[src/design/bsa_pkg.sv]
// Shared types, sizes and lane helpers for the banked SRAM port arbiter.
package bsa_pkg;

    localparam int ROW_COUNT_DEF  = 256;
    localparam int BANK_COUNT     = 4;
    localparam int SUB_BANK_COUNT = 2;
    localparam int ELEMS_PER_ROW  = 4;
    localparam int ELEM_BITS      = 16;

    localparam int ROW_BITS  = ELEMS_PER_ROW * ELEM_BITS;
    localparam int SUB_BITS  = (ELEMS_PER_ROW / SUB_BANK_COUNT) * ELEM_BITS;
    localparam int ROW_W     = 9;
    localparam int MASK_W    = 2;
    localparam int SUB_W     = 2;
    localparam int LANE_W    = (SUB_BANK_COUNT > 1) ? $clog2(SUB_BANK_COUNT) : 1;

    typedef logic [ROW_W-1:0]    row_idx_t;
    typedef logic [MASK_W-1:0]   mask_t;
    typedef logic [SUB_W-1:0]    sub_t;
    typedef logic [LANE_W-1:0]   lane_idx_t;
    typedef logic [ROW_BITS-1:0] row_word_t;
    typedef logic [SUB_BITS-1:0] lane_word_t;

    // Ready flags and data-moving enables of one item, decided at accept.
    typedef struct packed {
        logic fr_ready;
        logic nr_ready;
        logic fw_ready;
        logic nw_ready;
        logic fr_en;
        logic nr_en;
        logic fw_en;
        logic nw_en;
    } grant_t;

    // Replace the lanes selected by mask with those of src.
    function automatic row_word_t merge_lanes(row_word_t base, row_word_t src, mask_t mask);
        row_word_t res;
        res = base;
        for (int s = 0; s < SUB_BANK_COUNT && s < MASK_W; s++) begin
            if (mask[s])
            begin
                res[s*SUB_BITS +: SUB_BITS] = src[s*SUB_BITS +: SUB_BITS];
            end
        end
        return res;
    endfunction

    function automatic lane_word_t get_lane(row_word_t word, lane_idx_t idx);
        return word[idx*SUB_BITS +: SUB_BITS];
    endfunction

    function automatic row_word_t put_lane(row_word_t word, lane_idx_t idx, lane_word_t data);
        row_word_t res;
        res = word;
        res[idx*SUB_BITS +: SUB_BITS] = data;
        return res;
    endfunction

endpackage

[src/design/bsa_arb.sv]
// Read and write port arbitration over bank/sub-bank pairs for one item.
module bsa_arb #(
    parameter int ROW_COUNT = bsa_pkg::ROW_COUNT_DEF
) (
    input  bsa_pkg::row_idx_t fr_row,
    input  bsa_pkg::mask_t    fr_mask,
    input  logic              nr_valid,
    input  bsa_pkg::row_idx_t nr_row,
    input  bsa_pkg::sub_t     nr_sub,
    input  bsa_pkg::row_idx_t fw_row,
    input  bsa_pkg::mask_t    fw_mask,
    input  logic              nw_valid,
    input  bsa_pkg::row_idx_t nw_row,
    input  bsa_pkg::sub_t     nw_sub,
    output bsa_pkg::grant_t   grant
);
    import bsa_pkg::*;

    localparam row_idx_t BANK_MASK = ROW_W'(BANK_COUNT - 1);

    logic      fr_in, nr_in, fw_in, nw_in;
    logic      nr_sub_ok, nw_sub_ok;
    logic      nr_taken, nw_taken;
    lane_idx_t nr_lane, nw_lane;

    always_comb
    begin
        fr_in     = 32'(fr_row) < ROW_COUNT;
        nr_in     = 32'(nr_row) < ROW_COUNT;
        fw_in     = 32'(fw_row) < ROW_COUNT;
        nw_in     = 32'(nw_row) < ROW_COUNT;
        nr_sub_ok = 32'(nr_sub) < SUB_BANK_COUNT;
        nw_sub_ok = 32'(nw_sub) < SUB_BANK_COUNT;
        nr_lane   = LANE_W'(nr_sub);
        nw_lane   = LANE_W'(nw_sub);

        // The full port claims first; the narrow port loses a pair it shares.
        nr_taken = fr_in && fr_mask[nr_lane] && (((fr_row ^ nr_row) & BANK_MASK) == '0);
        nw_taken = fw_in && fw_mask[nw_lane] && (((fw_row ^ nw_row) & BANK_MASK) == '0);

        grant.fr_ready = fr_in;
        grant.fw_ready = fw_in;
        grant.nr_ready = nr_in && nr_sub_ok && !nr_taken;
        grant.nw_ready = nw_in && nw_sub_ok && !nw_taken;
        grant.fr_en    = fr_in && (fr_mask != '0);
        grant.fw_en    = fw_in && (fw_mask != '0);
        grant.nr_en    = nr_valid && nr_in && nr_sub_ok && !nr_taken;
        grant.nw_en    = nw_valid && nw_in && nw_sub_ok && !nw_taken;
    end

endmodule

[config.mk]
export PLATFORM = sky130hd
export DESIGN_NAME = bsa_arb
export DESIGN_NICKNAME = d
export VERILOG_FILES = /design/src/design/bsa_pkg.sv /design/src/design/bsa_arb.sv
export SDC_FILE = /design/constraint.sdc
export NUM_CORES = 1
export LEC_CHECK = 0
export BUFFER_PORTS_ARGS = -buffer_cell sky130_fd_sc_hd__buf_2
export CAP_MARGIN = 40
export CORE_AREA = 2 2 39 41
export DETAILED_ROUTE_END_ITERATION = 7
export DIE_AREA = 0 0 41 43
export PLACE_DENSITY = 0.63
export RECOVER_POWER = 25
export SLEW_MARGIN = 40
export SYNTH_ARGS = -nofsm -noshare
export SYNTH_HDL_FRONTEND = slang
export SYNTH_SLANG_ARGS = --single-unit
export TNS_END_PERCENT = 100
[constraint.sdc]
create_clock -name vclk -period 2.06
set_clock_uncertainty 0.2 [all_clocks]
set_input_delay 0.618 -clock vclk [all_inputs]
set_output_delay 0.618 -clock vclk [all_outputs]
set_load 0.1 [all_outputs]
==> impl_metrics.sql <==
INSERT INTO impl_metrics (metric_group, metric, value, unit) VALUES
('run_status', 'result_of_the_run', 'finished, violations left', ''),
('run_status', 'failed_checks', 'setup timing', ''),
('detailed_routing', 'first_drt_iteration_drcs', '0', ''),
('detailed_routing', 'drcViolationCount', '0', ''),
('worst_setup_path', 'timing.critical_path.required', '1.24', 'ns'),
('grt', 'number_of_antenna_violations_at_the_first_check_in_global_routing', '0', ''),
('logic_synthesis', 'synth_top_cell_area_share', '0.222', ''),
('detailed_routing', 'drtPass1Iterations', '1', ''),
('clock_tree', 'cts_hold_buf', '0', ''),
('pwr', 'clock_power_share', '0', ''),
('timing', 'post-route-period-util', '1.15', ''),
('cells_and_area', 'sequential_cell_total', '0', ''),
('cells_and_area', 'multi_input_area', '254', 'µm²'),
('pwr', 'p_sw_frac', '0.591', ''),
('timing', 'timing_max_transition_violations_final', '0', ''),
('cells_and_area', 'area_growth', '270', '%'),
('detailed_routing', 'detail_route.vias_per_cell', '4.05', ''),
('logic_synthesis', 'yosys_warnings', '0', ''),
('timing', 'final_hold_viol_count', '0', ''),
('detailed_routing', 'route.vias.total', '267', ''),
('flow_run', 'maxCapViolations', '0', ''),
('timing', 'max_slew.worst_pin.slew', '0.368', 'ns'),
('die', 'ios', '54', ''),
('worst_setup_path', 'type_of_the_setup_path_with_the_least_slack', 'in2out', ''),
('die', 'die_w', '41', 'µm'),
('grt', 'global_route.peak_usage_layer', 'met2', ''),
('grt', 'globalRoute.totalOverflow', '0', ''),
('worst_setup_path', 'worstSetupStartpointType', 'primary input', ''),
('die', 'floorplan.die.height', '43', 'µm'),
('logic_synthesis', 'synthesis.area', '158', 'µm²'),
('grt', 'grt_pass1_vias', '306', ''),
('logic_synthesis', 'netlist_top_cells_area', 'xor2_1, nor4b_2, nor4_2', ''),
('logic_synthesis', 'synth.lib_cells_used.distinct', '8', ''),
('min_path', 'min_path_type', 'in2out', ''),
('worst_setup_path', 'path_cells', 'buf_6, xor2_2, nor4_4, nor4b_4, buf_12', ''),
('grt', 'grt_max_degree', '3', ''),
('cells_and_area', 'design.final.nets', '98', ''),
('worst_setup_path', 'slowest_cell_on_crit_path', 'nor4_4', ''),
('grt', 'gr-usage-met3', '0.0209', ''),
('placement', 'detailedPlacementHpwl', '610', 'µm'),
('cells_and_area', 'utilization', '0.421', ''),
('logic_synthesis', 'synth_area_per_cell', '7.88', 'µm²'),
('pwr', 'netSwitchingPower', '0.109', 'mW'),
('pwr', 'share_seq_of_total_power', '0', ''),
('detailed_routing', 'routedWlPerCell', '9.92', 'µm'),
('timing', 'setup_slack', '-0.317', 'ns'),
('pwr', 'p_per_area', '316', 'nW/µm²'),
('pwr', 'p_int', '0.0754', 'mW'),
('timing', 'rsz0062_at_grt', 'yes', ''),
('logic_synthesis', 'ys_seq_area_frac', '0', ''),
('worst_setup_path', 'worst_path_largest_cell_delay', '0.39', 'ns'),
('logic_synthesis', 'synth_nets', '66', ''),
('grt', 'global_route_track_usage_on_met1', '0.0673', ''),
('worst_setup_path', 'cp-end-kind', 'output port', ''),
('grt', 'grt_pass1_wl', '1.11', 'mm'),
('grt', 'met2_usage', '0.197', ''),
('pwr', 'ir_drop', '118', 'µV'),
('timing', 'finalSetupTns', '-1.19', 'ns'),
('pwr', 'post-layout-total-power', '0.184', 'mW'),
('cells_and_area', 'clockBufferCount', '0', ''),
('die', 'die_area', '1760', 'µm²'),
('timing', 'clock.fmax', '0.421', 'GHz'),
('logic_synthesis', 'yosysTopAreaCell', 'xor2_1', ''),
('pwr', 'power_frac_comb', '1.000', ''),
('die', 'rows', '14', ''),
('detailed_routing', 'final_antenna_net_count', '0', ''),
('detailed_routing', 'wirelength', '655', 'µm'),
('timing', 'fin_hold_ws', '1.38', 'ns'),
('timing', 'max_slew_headroom', '0.753', ''),
('placement', 'place.port_buffers', '30', ''),
('cells_and_area', 'drive_gt1_frac', '0.920', ''),
('worst_setup_path', 'path_max_fanout', '2', ''),
('grt', 'groute.usage.overall', '0.0883', ''),
('timing', 'setup_viol', '4', ''),
('placement', 'gp_congestion', '0.664', ''),
('placement', 'placement.setup.worst_slack', '-0.425', 'ns'),
('timing', 'timing.final.crit_period', '2.38', 'ns'),
('logic_synthesis', 'netlist_instances', '20', ''),
('cells_and_area', 'seqCellArea', '0', 'µm²'),
('die', 'initial_core_util', '0.114', ''),
('cells_and_area', 'filler_cell_count', '137', ''),
('pwr', 'power.leakage', '0.252', 'nW'),
('worst_setup_path', 'worst_ep_arrival_time', '1.56', 'ns'),
('cells_and_area', 'n_antenna_cell', '0', ''),
('die', 'placeableCoreArea', '1380', 'µm²');
==> worst paths after layout <==
path / startpoint / cells after the start / slack [ns] / endpoint
setup / recovery: nw_row[1] / 5 / -0.32 / grant[0]
hold / removal: nr_row[8] / 3 / 1.38 / grant[6]
==> cells in the final DEF, fill, tap and decap left out, drive strengths merged <==
cell / instances
nor4b: 2
inv: 2
nor3: 2
xor2: 4
buf: 32
mux2i: 2
nor4: 2
nor2: 4
==> routing by layer <==
layer / part of all wire / vias to the layer above
li1: - / 124
met1: 0.21 / 120
met2: 0.63 / 23
met3: 0.16 / 0
met4: 0 / 0
met5: 0 / -
==> power groups by stage <==
stage	combinational (mW)	sequential, mW	clock [mW]
6_report	0.184	0	0
2_1_floorplan	0.0938	0	0
3_5_place_dp	0.169	0	0
3_3_place_gp	0.167	0	0
5_1_grt	0.193	0	0
4_1_cts	0.188	0	0
==> Yosys cell counts (all sizes together) <==
master,instances
buf,2
inv,2
mux2i,2
nor2,4
nor3,2
nor4,2
nor4b,2
xor2,4
==> cell families after synthesis <==
family / share of synthesized area
buffers and inverters: 0.143
xor gates and xnor gates: 0.222
muxes: 0.127
and+or+nand+nor: 0.508
==> cell type report <==
type	instances	area share
well taps	16	0.0343
repair buffers	32	0.517
inverters	2	0.0129
multi-input cells	16	0.436
==> worst max-delay path, delay by kind of cell <==
| family | cells | cell delay, ns |
|---|---|---|
| simple gates | 2 | 0.48 |
| buf+inv | 2 | 0.28 |
| xor+xnor | 1 | 0.18 |
==> metrics by stage <==
stage          std cells  cell area [µm²]
5_1_grt               66              583
3_3_place_gp          68              518
6_report              66              583
4_1_cts               66              592
3_5_place_dp          68              518
2_1_floorplan         20              213
==> repair_timing <==
| action | in CTS | in global routing |
|---|---|---|
| setup endpoints to repair | 4 | 4 |
| buffers inserted | 0 | 1 |
| gates resized for setup | 13 | 0 |
| pin swaps | 3 | 3 |
| cloned | 0 | 0 |
No activity file was read; power rests on OpenSTA's default activity.
